**config.mk**
```make
export PLATFORM = sky130hd
export DESIGN_NAME = can_bit_timing_solver_top
export DESIGN_NICKNAME = d
export VERILOG_FILES = /design/src/design/can_bts_pkg.sv /design/src/design/can_bit_timing_solver_top.sv
export SDC_FILE = /design/constraint.sdc
export NUM_CORES = 1
export LEC_CHECK = 0
export ABC_AREA = 0
export BUFFER_PORTS_ARGS = -buffer_cell sky130_fd_sc_hd__buf_4
export CORE_MARGIN = 2
export CORE_UTILIZATION = 60
export DETAILED_ROUTE_END_ITERATION = 7
export PLACE_DENSITY = 0.79
export SLEW_MARGIN = 40
export SYNTH_ARGS = -nofsm -noshare
export SYNTH_HDL_FRONTEND = slang
export SYNTH_SLANG_ARGS = --single-unit
export TNS_END_PERCENT = 50
```
**constraint.sdc**
```tcl
create_clock -name clk -period 12.6 [get_ports clk]
set_clock_uncertainty 0.2 [all_clocks]
set_input_delay 0 -clock clk [delete_from_list [all_inputs] [get_ports clk]]
set_output_delay 0 -clock clk [all_outputs]
set_load 0.005 [all_outputs]
```
**src/design/can_bts_pkg.sv**
```systemverilog
// Package: widths, register indexes and solver state codes for the CAN bit timing solver.
package can_bts_pkg;

    localparam int CLK_W      = 32;
    localparam int RATE_W     = 27;
    localparam int PSC_W      = 11;
    localparam int SJW_W      = 8;
    localparam int QPB_W      = 5;
    localparam int SEG1_W     = 5;
    localparam int SEG2_W     = 3;
    localparam int CFG_IDX_W  = 2;
    localparam int CFG_DATA_W = 11;
    localparam int STEP_W     = 5;

    localparam logic [STEP_W-1:0] LAST_STEP = STEP_W'(CLK_W - 1);

    localparam logic [CFG_IDX_W-1:0] REG_PRESCALER_MIN = 2'd0;
    localparam logic [CFG_IDX_W-1:0] REG_PRESCALER_MAX = 2'd1;
    localparam logic [CFG_IDX_W-1:0] REG_SJW_LIMIT     = 2'd2;

    localparam logic [PSC_W-1:0] PSC_MIN_RESET = 11'd1;
    localparam logic [PSC_W-1:0] PSC_MAX_RESET = 11'd1024;
    localparam logic [SJW_W-1:0] SJW_RESET     = 8'd4;

    typedef enum logic [2:0] {
        ST_IDLE,
        ST_MUL,
        ST_DIV,
        ST_CHECK,
        ST_DONE
    } solver_state_t;

endpackage

```
**src/design/can_bit_timing_solver_top.sv**
```systemverilog
// Top level: CAN bit timing solver with a bit-serial restoring divider.
//
//  channel | signals                                        | transfer
//  --------+------------------------------------------------+-----------------------------
//  in      | in_valid, in_ready, clk_freq, bit_rate         | valid & ready at clk edge
//  out     | out_valid, out_ready, status, prescaler,       | valid & ready at clk edge
//          | quanta_per_bit, phase_seg1, phase_seg2, sync_jump |
//  cfg     | cfg_wr_en, cfg_index, cfg_data                 | write when cfg_wr_en high
//
// Each quanta count tried takes a step to form bitrate * q, 32 divider steps
// (one quotient bit per cycle), and a step to check remainder and prescaler limits.
// Counts are tried from QUANTA_MAX down to QUANTA_MIN until one fits;
// a zero clock or bit rate skips the search. One item is solved at a time.
// The output register holds a result while out_ready is low; the next transaction
// is accepted meanwhile. Reset clears the control state and loads the config registers with their defaults.
module can_bit_timing_solver_top
    import can_bts_pkg::*;
#(
    parameter int QUANTA_MAX = 25,
    parameter int QUANTA_MIN = 8
)(
    input  logic                  clk,
    input  logic                  rst_n,
    input  logic                  in_valid,
    output logic                  in_ready,
    input  logic [CLK_W-1:0]      clk_freq,
    input  logic [RATE_W-1:0]     bit_rate,
    output logic                  out_valid,
    input  logic                  out_ready,
    output logic                  status,
    output logic [PSC_W-1:0]      prescaler,
    output logic [QPB_W-1:0]      quanta_per_bit,
    output logic [SEG1_W-1:0]     phase_seg1,
    output logic [SEG2_W-1:0]     phase_seg2,
    output logic [SEG2_W-1:0]     sync_jump,
    input  logic                  cfg_wr_en,
    input  logic [CFG_IDX_W-1:0]  cfg_index,
    input  logic [CFG_DATA_W-1:0] cfg_data
);

    localparam int QW = $clog2(QUANTA_MAX + 1);
    localparam int DW = RATE_W + QW;
    localparam int SW = (QW + 2 > SJW_W) ? QW + 2 : SJW_W;
    localparam logic NO_RANGE = (QUANTA_MAX < QUANTA_MIN);
    localparam logic [QW-1:0] Q_FIRST = QW'(QUANTA_MAX);
    localparam logic [QW-1:0] Q_LAST  = QW'(QUANTA_MIN);

    solver_state_t state_reg, state_next;

    logic [PSC_W-1:0]  psc_min_reg, psc_max_reg;
    logic [SJW_W-1:0]  sjw_lim_reg;

    logic [CLK_W-1:0]  clk_hold_reg, clk_hold_next;
    logic [CLK_W-1:0]  clk_sh_reg, clk_sh_next;
    logic [RATE_W-1:0] rate_reg, rate_next;
    logic [QW-1:0]     q_reg, q_next;
    logic [DW-1:0]     denom_reg, denom_next;
    logic [DW-1:0]     rem_reg, rem_next;
    logic [CLK_W-1:0]  quo_reg, quo_next;
    logic [STEP_W-1:0] step_reg, step_next;
    logic              found_reg, found_next;

    logic              out_valid_reg, out_valid_next;
    logic              status_reg, status_next;
    logic [PSC_W-1:0]  psc_reg, psc_next;
    logic [QPB_W-1:0]  qpb_reg, qpb_next;
    logic [SEG1_W-1:0] seg1_reg, seg1_next;
    logic [SEG2_W-1:0] seg2_reg, seg2_next;
    logic [SEG2_W-1:0] sjw_reg, sjw_next;

    logic [DW:0]       trial;
    logic              trial_ge;
    logic [SW-1:0]     qm1, seg1_w, seg2_w, lim_w, sjw_w;
    logic              fits;

    // Divider step: bring down the next dividend bit and try a subtract
    assign trial    = {rem_reg, clk_sh_reg[CLK_W-1]};
    assign trial_ge = (trial >= {1'b0, denom_reg});

    assign fits = (rem_reg == '0)
               && (quo_reg >= CLK_W'(psc_min_reg))
               && (quo_reg <= CLK_W'(psc_max_reg));

    // Segment split for a 75 percent sample point
    assign qm1    = SW'(q_reg) - SW'(1);
    assign seg1_w = (qm1 * SW'(3)) >> 2;
    assign seg2_w = qm1 - seg1_w;
    assign lim_w  = SW'(sjw_lim_reg);
    assign sjw_w  = (seg2_w < lim_w) ? seg2_w : lim_w;

    always_ff @(posedge clk or negedge rst_n)
    begin
        if (!rst_n)
        begin
            psc_min_reg <= PSC_MIN_RESET;
            psc_max_reg <= PSC_MAX_RESET;
            sjw_lim_reg <= SJW_RESET;
        end
        else if (cfg_wr_en)
        begin
            unique case (cfg_index)
                REG_PRESCALER_MIN: psc_min_reg <= cfg_data;
                REG_PRESCALER_MAX: psc_max_reg <= cfg_data;
                REG_SJW_LIMIT:     sjw_lim_reg <= cfg_data[SJW_W-1:0];
                default:           ;
            endcase
        end
    end

    always_ff @(posedge clk or negedge rst_n)
    begin
        if (!rst_n)
        begin
            state_reg     <= ST_IDLE;
            step_reg      <= '0;
            found_reg     <= 1'b0;
            out_valid_reg <= 1'b0;
        end
        else
        begin
            state_reg     <= state_next;
            step_reg      <= step_next;
            found_reg     <= found_next;
            out_valid_reg <= out_valid_next;
        end
    end

    always_ff @(posedge clk)
    begin
        clk_hold_reg <= clk_hold_next;
        clk_sh_reg   <= clk_sh_next;
        rate_reg     <= rate_next;
        q_reg        <= q_next;
        denom_reg    <= denom_next;
        rem_reg      <= rem_next;
        quo_reg      <= quo_next;
        status_reg   <= status_next;
        psc_reg      <= psc_next;
        qpb_reg      <= qpb_next;
        seg1_reg     <= seg1_next;
        seg2_reg     <= seg2_next;
        sjw_reg      <= sjw_next;
    end

    always_comb
    begin
        state_next     = state_reg;
        clk_hold_next  = clk_hold_reg;
        clk_sh_next    = clk_sh_reg;
        rate_next      = rate_reg;
        q_next         = q_reg;
        denom_next     = denom_reg;
        rem_next       = rem_reg;
        quo_next       = quo_reg;
        step_next      = step_reg;
        found_next     = found_reg;
        status_next    = status_reg;
        psc_next       = psc_reg;
        qpb_next       = qpb_reg;
        seg1_next      = seg1_reg;
        seg2_next      = seg2_reg;
        sjw_next       = sjw_reg;
        out_valid_next = out_valid_reg && !out_ready;
        in_ready       = 1'b0;

        unique case (state_reg)
            ST_IDLE:
            begin
                in_ready = 1'b1;
                if (in_valid)
                begin
                    clk_hold_next = clk_freq;
                    rate_next     = bit_rate;
                    q_next        = Q_FIRST;
                    found_next    = 1'b0;
                    if (clk_freq == '0 || bit_rate == '0 || NO_RANGE)
                        state_next = ST_DONE;
                    else
                        state_next = ST_MUL;
                end
            end
            ST_MUL:
            begin
                denom_next  = DW'(rate_reg) * DW'(q_reg);
                clk_sh_next = clk_hold_reg;
                rem_next    = '0;
                quo_next    = '0;
                step_next   = '0;
                state_next  = ST_DIV;
            end
            ST_DIV:
            begin
                clk_sh_next = clk_sh_reg << 1;
                quo_next    = {quo_reg[CLK_W-2:0], trial_ge};
                rem_next    = trial_ge ? DW'(trial - {1'b0, denom_reg}) : DW'(trial);
                step_next   = step_reg + STEP_W'(1);
                if (step_reg == LAST_STEP)
                    state_next = ST_CHECK;
            end
            ST_CHECK:
            begin
                if (fits)
                begin
                    found_next = 1'b1;
                    state_next = ST_DONE;
                end
                else if (q_reg == Q_LAST)
                    state_next = ST_DONE;
                else
                begin
                    q_next     = q_reg - QW'(1);
                    state_next = ST_MUL;
                end
            end
            ST_DONE:
            begin
                // Hold until the output register is free
                if (!out_valid_reg || out_ready)
                begin
                    out_valid_next = 1'b1;
                    status_next    = !found_reg;
                    if (found_reg)
                    begin
                        psc_next  = quo_reg[PSC_W-1:0];
                        qpb_next  = QPB_W'(q_reg);
                        seg1_next = seg1_w[SEG1_W-1:0];
                        seg2_next = seg2_w[SEG2_W-1:0];
                        sjw_next  = sjw_w[SEG2_W-1:0];
                    end
                    else
                    begin
                        psc_next  = '0;
                        qpb_next  = '0;
                        seg1_next = '0;
                        seg2_next = '0;
                        sjw_next  = '0;
                    end
                    state_next = ST_IDLE;
                end
            end
            default:
                state_next = ST_IDLE;
        endcase
    end

    assign out_valid      = out_valid_reg;
    assign status         = status_reg;
    assign prescaler      = psc_reg;
    assign quanta_per_bit = qpb_reg;
    assign phase_seg1     = seg1_reg;
    assign phase_seg2     = seg2_reg;
    assign sync_jump      = sjw_reg;

endmodule

```
* Word-level counts from Yosys, hierarchy flattened *
Cells that the tools add are included.

word-level totals
  input port bits = 77
  flip-flop bits (word level) = 260

cells by class
  reductions and logical operators = 23
  add/subtract/negate cells = 5
  $lt $le $gt $ge = 4
  multipliers = 2
  multiplexer cells = 23
  equality and inequality tests = 14

operator list
  cell                 count
  $pmux 32 s2          3
  $logic_not 32->1     2
  $ge 33x32->1         1
  $ge 32x11->1         1
  $le 32x11->1         1
  $mul 27x5->32        1
  $mux 32              1
  $sub 32x32->32       1
  $logic_not 27->1     1
  $mux 3               7
  $pmux 5 s2           2
  $mux 5               3
  $pmux 3 s5           1
  $ne 2x2->1 const B   6
  $reduce_and 2->1     5
  $lt 8x8->1           1
  $mul 8x2->8 const B  1
  $sub 6x7->8          1
  $eq 3x2->1 const B   2
  $reduce_and 3->1     2
  $sub 5x1->6 const B  1
  $add 5x1->5 const B  1
  $eq 5x4->1 const B   1
  $eq 5x5->1 const B   1
  14 further kinds     24

* Depth between registers and ports, before layout *
Gate-level depths: netlist (run 1).

  depth after elaboration = 5
  gate-level depth with buffers = 22

* Least setup slack after synthesis (run 1) *
No wires, ideal clock.

  kind = flip-flop to flip-flop
  from = register state_reg[0]
  to = register clk_sh_reg[0] (enable)
  setup time = 449 ps
  cell stages (with the launch flop) = 6
  clock period less this slack = 6033 ps
  data arrival time = 5384 ps
  slack = 6567 ps
  data required time = 11951 ps
  path through = dfrtp_1 > clkbuf_1 > inv_1 > nor3_1 > nor2_1 > inv_1

on the way
  longest elaborated chain between the ends = 2
  elaborated cells between the ends (all ways) = 3

ends and longest elaborated chain
  what                                      line                              source
  start, declared                           can_bit_timing_solver_top.sv:48   solver_state_t state_reg, state_next;
  start signal, assigned                    can_bit_timing_solver_top.sv:121  state_reg <= state_next;
  $eq 3x2->1 or $eq 3x1->1 (tied branches)  can_bit_timing_solver_top.sv:166  unique case (state_reg)
  $reduce_bool 2->1 (no line) *             --
  end signal, assigned                      can_bit_timing_solver_top.sv:131  clk_sh_reg <= clk_sh_next;
  end, declared                             can_bit_timing_solver_top.sv:54   logic [CLK_W-1:0] clk_sh_reg, clk_sh_next;

Every way passes the cells marked *; elsewhere a longest branch is shown, timed or not.
A chain may end at the register's enable or synchronous reset.

* Worst setup path after layout (run 1) *
  from = register q_reg[3]
  to = register denom_reg[29] (data pin)

on the way
  longest elaborated chain between the ends = 1

ends and longest elaborated chain
  what                    line                              source
  start, declared         can_bit_timing_solver_top.sv:56   logic [QW-1:0] q_reg, q_next;
  start signal, assigned  can_bit_timing_solver_top.sv:133  q_reg <= q_next;
  $mul 27x5->32           can_bit_timing_solver_top.sv:184  denom_next = DW'(rate_reg) * DW'(q_reg);
  end signal, assigned    can_bit_timing_solver_top.sv:134  denom_reg <= denom_next;
  end, declared           can_bit_timing_solver_top.sv:57   logic [DW-1:0] denom_reg, denom_next;

Every way passes these cells.

==> results of run 1 <==
==> per-layer routing <==
| metal | part of all wire (%) | GRT usage (%) | up-vias |
|---|---|---|---|
| li1 | - | - | 6285 |
| met3 | 6.0 | 3.60 | 127 |
| met1 | 42 | 37.3 | 6537 |
| met5 | 0 | 0 | - |
| met4 | 3.9 | 10.6 | 0 |
| met2 | 48 | 47.0 | 499 |
==> final timing paths <==
check / start / endpoint / slack, ns / cells after the start
max: q_reg[3] / denom_reg[29] / 7.28 / 16
min: cfg_data[10] / psc_max_reg[10] / 0.007 / 3
max reg2reg: q_reg[3] / denom_reg[29] / 7.28 / 16
min reg2reg: clk_sh_reg[10] / clk_sh_reg[11] / 0.30 / 2
max in group asynchronous: rst_n / psc_min_reg[6] / 11.63 / 4
min in group asynchronous: rst_n / psc_max_reg[10] / 0.35 / 3
==> area by class of cell <==
cell class / instances / share of cell area, %
Multi-Input combinational cell: 1153 / 41.4
Sequential cell: 260 / 36.2
Timing Repair Buffer: 271 / 11.7
Clock buffer: 36 / 3.81
Inverter: 198 / 3.54
Tap cell: 384 / 2.28
Clock inverter: 18 / 1.09
==> cells by family after synthesis <==
logic type	Yosys count	synth area share, %
XOR/XNOR	53	2.68
AO/OA/AOI/OAI	284	10.9
adder cells (fa/ha/maj)	190	17.1
AND/OR/NAND/NOR	591	17.4
buffers and inverters	254	5.79
multiplexers	35	2.17
flip-flops	260	44.0
==> cell usage after synthesis (25+ instances only) <==
library cell,count,share of area (%)
inv_1,198,4.3
xnor2_1,38,1.9
fa_1,78,9.0
dfrtp_1,37,5.3
nand2_1,195,4.2
clkbuf_1,43,0.93
nor2_1,78,1.7
and2_1,149,5.4
ha_1,112,8.1
a21o_1,26,1.1
edfxtp_1,220,38
o21ai_0,62,1.8
nand3_1,25,0.72
a21oi_1,72,2.1
nor4_1,30,1.1
==> metrics by stage <==
stage | hold slack [ns] | area (um2) | utilization (%) | worst slack, ns | cells
CTS | 0.00536 | 21000 | 73.5 | 7.04 | 2316
global route | 0.0181 | 21000 | 73.7 | 6.94 | 2320
global placement | -0.196 | 18400 | 64.4 | 7.20 | 2107
finish | 0.00724 | 21000 | 73.7 | 7.28 | 2320
floorplan | -0.496 | 17300 | - | 6.57 | 1667
detailed placement | -0.182 | 18400 | 64.5 | 7.09 | 2108
==> timing repair <==
item | 4_1_cts | 5_1_grt
resized for setup | 0 | 0
hold buffers | 154 | 0
buffers inserted | 0 | 0
endpoints found under the hold margin | 132 | 0
==> tightest hold or removal path, stage by stage <==
cell           delay, ns
dlygate4sd3_1       0.52
buf_4               0.10
mux2_2              0.13
==> metrics.md, run 1 <==
| Metric | Value |
|---|---|
| Status | `finished clean` |
| CP max-delay cell | `edfxtp_1` |
| Startpoint types | `register` |
| DR vias | `13.4k` |
| Largest delay contributor family on the critical path | `adder cells` |
| Total CTS buffers | `29` |
| Sink Count | `260` |
| CP peak stage delay | `0.56 ns` |
| Fill count | `1934` |
| Vias in the first global route | `13.7k` |
| Clock root buffer | `clkbuf_16` |
| TritonCTS clock tree | `done` |
| Post-Syn Area | `17300 um2` |
| Global-route wire length before repair | `68300 um` |
| Via density | `5.80` |
| Area of the multi-input gates | `8720 um2` |
| Worst path cell trace | `buf_6 > and2_1 > fa_1 > fa_1 > inv_1 > fa_1 > inv_1 > ha_1 > and3_1 > a221oi_1 > and3b_1 > o31ai_2 > a221o_1 > a211oi_2 > mux2i_1 > nand3_1` |
| Crit path max fanout | `21` |
| Tmin final | `5.32 ns` |
| CP Capture Type | `register` |
| Rel. slew slack | `41.6%` |
| Mapped Avg Cell Area | `10.4 um2` |
| Detailed Route Iter0 Violations | `1284` |
| Boundary pin count | `107` |
| Final #Nets | `2180` |
| Synth Instances | `1667` |
| Drt wl/cell | `18.2 um` |
| Pre-antenna DRT Iters | `6` |
| Largest net degree at the start of global routing | `76` |
| Dpl hpwl | `27500 um` |
| Commonest non-fill, non-tap cell in the layout | `edfxtp_1` |
| Die area | `30200 um2` |
| Final setup vio count | `0` |
| Crit path DAT | `5.43 ns` |
| # port buffers | `106` |
| RSZ-0062 raised after global routing | `no` |
| FP Rows | `62` |
| Die Y | `174 um` |
| Clock tree buffer depth | `3` |
| Syn nets | `1934` |
| Worst skew pair latency | `0.58 ns` |
| Synth Warn # | `0` |
| Routability Congestion | `0.919` |
| Most used cell, CP | `fa_1` |
| Worst-path clk slew | `0.06 ns` |
| Core Area | `28500 um2` |
| Number of synthesized flops with an enable pin | `220` |
| Flops & latches, synth | `260` |
| Most used DFF post-synth | `edfxtp_1` |
| Max Fclk | `188 MHz` |
| Hold crit path type | `input pin to register` |
| CP required | `12.71 ns` |
| Seq/Total Area, Yosys | `44.0%` |
| Storage cell area | `7610 um2` |
| Commonest cells after routing, fill and taps aside | `edfxtp_1, inv_1, nand2_1` |
| Period utilization | `42.2%` |
| Number of distinct library cells after synthesis | `80` |
| Antenna violations before repair | `0` |
| Worst-margin pin slew | `0.862 ns` |
| Synth-to-Final Area Change | `21.6%` |
| Hold Violations, Final | `0` |
| Number of nets still failing antenna checks after routing | `0` |
| GR Overflow Total | `0` |
| Ys async rst share | `15.4%` |
| Final wirelength | `42200 um` |
| Initial core utilization | `60.6%` |
| Buf/Inv on CP | `3` |
| Antenna cells | `0` |
| Max_cap viols | `0` |
| Setup TNS Final | `0 ns` |
| Tot GR Track Use | `27.9%` |
| H-tree Lvls | `1` |
| Die width | `174 um` |
| WS Path Type | `register to register` |
| # DRC | `0` |
| Fraction of layout cells with a size suffix above 1 | `11.3%` |
| Max-slew violation count | `0` |
Power of run 1 is left out: the tool's default activity adds up to more than one toggle a clock period on the data nets, which glitch-free logic cannot reach.
==> run 2: changes to the inputs <==
--- a/config.mk
+++ b/config.mk
@@ -5,12 +5,12 @@
 export SDC_FILE = /design/constraint.sdc
 export NUM_CORES = 1
 export LEC_CHECK = 0
-export ABC_AREA = 0
+export ABC_AREA = 1
 export BUFFER_PORTS_ARGS = -buffer_cell sky130_fd_sc_hd__buf_4
 export CORE_MARGIN = 2
-export CORE_UTILIZATION = 60
+export CORE_UTILIZATION = 56
 export DETAILED_ROUTE_END_ITERATION = 7
-export PLACE_DENSITY = 0.79
+export PLACE_DENSITY = 0.77
 export SLEW_MARGIN = 40
 export SYNTH_ARGS = -nofsm -noshare
 export SYNTH_HDL_FRONTEND = slang
==> constraint.sdc (replaced) <==
create_clock -name clk -period 4.85 [get_ports clk]
set_clock_uncertainty 0.2 [all_clocks]
set_input_delay 0 -clock clk [delete_from_list [all_inputs] [get_ports clk]]
set_output_delay 0 -clock clk [all_outputs]
set_load 0.005 [all_outputs]
==> run 2 against run 1 <==
Effect of this change: register-to-register slack got worse by 7.0 ns; largest cell class unchanged; sequential share of layout area decreased by 1.1 points; wire length increased by 8.8%; clock-buffer cell count increased by 3; critical path type unchanged; critical path depth unchanged; via count increased by 11%; worst setup slack got worse by 7.0 ns; first-iteration DRC count decreased by 17%; flip-flop and latch count unchanged; highest routed layer unchanged; area after synthesis increased by 3.3%.
==> metrics.md, run 2 <==
| Metric | Value |
|---|---|
| Synth Instances | `2143 (+29%)` |
| Clock tree buffer depth | `3 (unchanged)` |
| Synth-to-Final Area Change | `21.2%` |
| Crit path DAT | `4.65 ns (-0.78 ns)` |
| # DRC | `0 (unchanged)` |
| Largest delay contributor family on the critical path | `adder cells` |
| CP max-delay cell | `fa_1` |
| Critical path depth | `16 (unchanged)` |
| Die Y | `183 um (+5.1%)` |
| DR vias | `14.9k (+11%)` |
| Core Area | `31500 um2 (+10%)` |
| Number of distinct library cells after synthesis | `43 (-46%)` |
| Most used DFF post-synth | `edfxtp_1` |
| CP peak stage delay | `0.57 ns (about the same)` |
| Tmin final | `4.54 ns (-0.776 ns)` |
| Most common cell in the netlist | `nand2_1` |
| Fraction of layout cells with a size suffix above 1 | `8.37% (-2.9 points)` |
| Initial core utilization | `56.8% (-3.8 points)` |
| Setup TNS Final | `0 ns (unchanged)` |
| Final wirelength | `45800 um (+8.8%)` |
| Worst skew pair latency | `0.58 ns (about the same)` |
| Start point of the critical path | `q_reg[2]` |
| Commonest cells after routing, fill and taps aside | `nand2_1, inv_1, edfxtp_1` |
| Detailed Route Iter0 Violations | `1069 (-17%)` |
| RSZ-0062 raised after global routing | `yes` |
| Hold Violations, Final | `0 (unchanged)` |
| Storage cell area | `7610 um2 (about the same)` |
| CP required | `4.95 ns (-7.76 ns)` |
| Boundary pin count | `107 (unchanged)` |
| # port buffers | `106 (unchanged)` |
| Area of the multi-input gates | `8390 um2 (-3.8%)` |
| Grt met2 use | `48.5% (+1.4 points)` |
| R2R depth | `16 (unchanged)` |
| Max-slew violation count | `0 (unchanged)` |
| Hold crit path type | `input pin to register` |
| Met1 GRT Util | `36.5% (-0.76 points)` |
| FP Rows | `65 (+4.8%)` |
| Reg-to-Reg End | `denom_reg[28]` |
| Dpl hpwl | `30700 um (+12%)` |
| Yosys top cell area share | `36.9% (-1.2 points)` |
| Die width | `183 um (+5.1%)` |
| Crit path max fanout | `28 (+33%)` |
| Status | `finished clean` |
| Routability Congestion | `0.927 (+0.91%)` |
| Period utilization | `93.7% (+51 points)` |
| Synth top cells by count | `nand2_1, inv_1, edfxtp_1` |
| Setup WS post-layout | `0.307 ns (-6.97 ns)` |
| Commonest non-fill, non-tap cell in the layout | `nand2_1` |
| Antenna violations before repair | `0 (unchanged)` |
| Synth Warn # | `0 (unchanged)` |
| Global-route wire length before repair | `74800 um (+9.5%)` |
| R2R setup slack | `0.31 ns (-6.97 ns)` |
| Worst-margin pin slew | `0.810 ns (-0.0520 ns)` |
| Via density | `5.26 (-9.3%)` |
| Fill count | `2324 (+20%)` |
| Final setup vio count | `0 (unchanged)` |
| Number of nets still failing antenna checks after routing | `0 (unchanged)` |
| Seq/Total Area, Yosys | `42.6% (-1.4 points)` |
| Post-synth top area cell | `edfxtp_1` |
| Critical R2R Launch | `q_reg[2]` |
| Antenna cells | `0 (unchanged)` |
| Post-Syn Area | `17900 um2 (+3.3%)` |
| Startpoint types | `register` |
| Worst path cell trace | `buf_12 > nand2_1 > inv_1 > fa_1 > fa_1 > inv_1 > fa_1 > inv_1 > ha_1 > nand2_1 > nor2_1 > a21oi_1 > o21ai_0 > nand3_1 > nand3_1 > xor2_1` |
| Synth top area cells | `edfxtp_1, nand2_1, inv_1, fa_1, ha_1` |
| Rel. slew slack | `46.0% (+4.4 points)` |
| H-tree Lvls | `1 (unchanged)` |
| Final Util | `68.9% (-4.8 points)` |
| Flops & latches, synth | `260 (unchanged)` |
| Total CTS buffers | `29 (unchanged)` |
| Die area | `33400 um2 (+10%)` |
| Pre-antenna DRT Iters | `5 (-1)` |
| WS Path Type | `register to register` |
| Max Fclk | `220 MHz (+17%)` |
| TritonCTS clock tree | `done` |
| CP Capture Type | `register` |
| Vias in the first global route | `15.1k (+9.9%)` |
| Number of synthesized flops with an enable pin | `220 (unchanged)` |
| Worst-path clk slew | `0.07 ns (about the same)` |
| Drt wl/cell | `16.2 um (-11%)` |
| GR Util met3 | `3.93% (+0.33 points)` |
| Final #Nets | `2670 (+22%)` |
| Tot GR Track Use | `28.0% (about the same)` |
| Clock root buffer | `clkbuf_16` |
| Mapped Avg Cell Area | `8.35 um2 (-20%)` |
| GR Overflow Total | `0 (unchanged)` |
| Ys async rst share | `15.4% (unchanged)` |
| Critical Path Sink | `denom_reg[28]` |
| Largest net degree at the start of global routing | `76 (unchanged)` |
| GRT busiest layer | `met2` |
| Pre-CTS WS | `0.176 ns (-6.92 ns)` |
| Max_cap viols | `0 (unchanged)` |
| Syn nets | `2410 (+25%)` |
| Sink Count | `260 (unchanged)` |
| Buf/Inv on CP | `4 (+1)` |
==> run 2: cell count changes in the layout (fill, tap and decap cells not counted), moves of 28 or more <==
cell / change
nand2_1: +384
inv_1: +257
and2_1: -146
nor2_1: +125
o21ai_0: +33
nand3_1: +28
==> run 2: timing repair <==
| item | 4_1_cts | 5_1_grt |
|---|---|---|
| endpoints found under the setup margin | 0 | 11 |
| hold buffers | 146 | 0 |
| gates resized for setup | 0 | 3 |
| setup buffers | 0 | 3 |
| hold endpoints to repair | 165 | 0 |
==> run 2: tightest hold or removal path, delay by kind of cell <==
| family | cells | cell delay (ns) |
|---|---|---|
| AOI/OAI and AO/OA | 1 | 0.14 |
| buffers and inverters | 3 | 0.67 |
==> run 2: cell type report <==
class | count | share of cell area, %
inverters | 457 | 7.94
multi-input cells | 1383 | 38.7
clock inverters | 15 | 0.646
well taps | 402 | 2.32
flip-flops and latches | 260 | 35.1
clock buffers | 39 | 4.00
repair buffers | 272 | 11.3
==> run 2: kinds of logic after synthesis <==
family                     Yosys count  synth area share [%]
and+or+nand+nor                    909                  20.5
AOI/OAI and AO/OA                  233                  7.07
DFF                                260                  42.6
xor gates and xnor gates            51                  2.50
adders and majority gates          190                  16.6
buffers and inverters              500                  10.8
==> run 2: per-layer routing <==
metal | vias up | part of all wire (%) | routed length [um]
li1 | 7249 | - | -
met1 | 6979 | 41 | 19000
met2 | 532 | 50 | 22800
met3 | 105 | 5.9 | 2720
met4 | 0 | 2.9 | 1330
met5 | - | 0 | 0
==> run 2: worst min path at each step <==
stage / slack [ns] / startpoint / depth (start not counted) / end
floorplan: -0.50 / rst_n / 0 / found_reg
global placement: -0.19 / rst_n / 1 / psc_min_reg[5]
detailed placement: -0.19 / rst_n / 1 / psc_min_reg[5]
CTS: 0.07 / cfg_data[5] / 4 / psc_min_reg[5]
global route: 0.13 / cfg_data[2] / 4 / psc_max_reg[2]
finish: 0.1 / cfg_data[3] / 4 / psc_max_reg[3]
==> run 2: metrics by stage <==
stage | instances | cell area (um2) | hold WS (ns)
final | 2828 | 21700 | 0.0993
after global routing | 2828 | 21700 | 0.129
after CTS | 2825 | 21600 | 0.0663
after detailed placement | 2625 | 19200 | -0.190
after global placement | 2624 | 19100 | -0.195
after floorplan | 2143 | 17900 | -0.496
Power of run 2 is left out for the same reason.
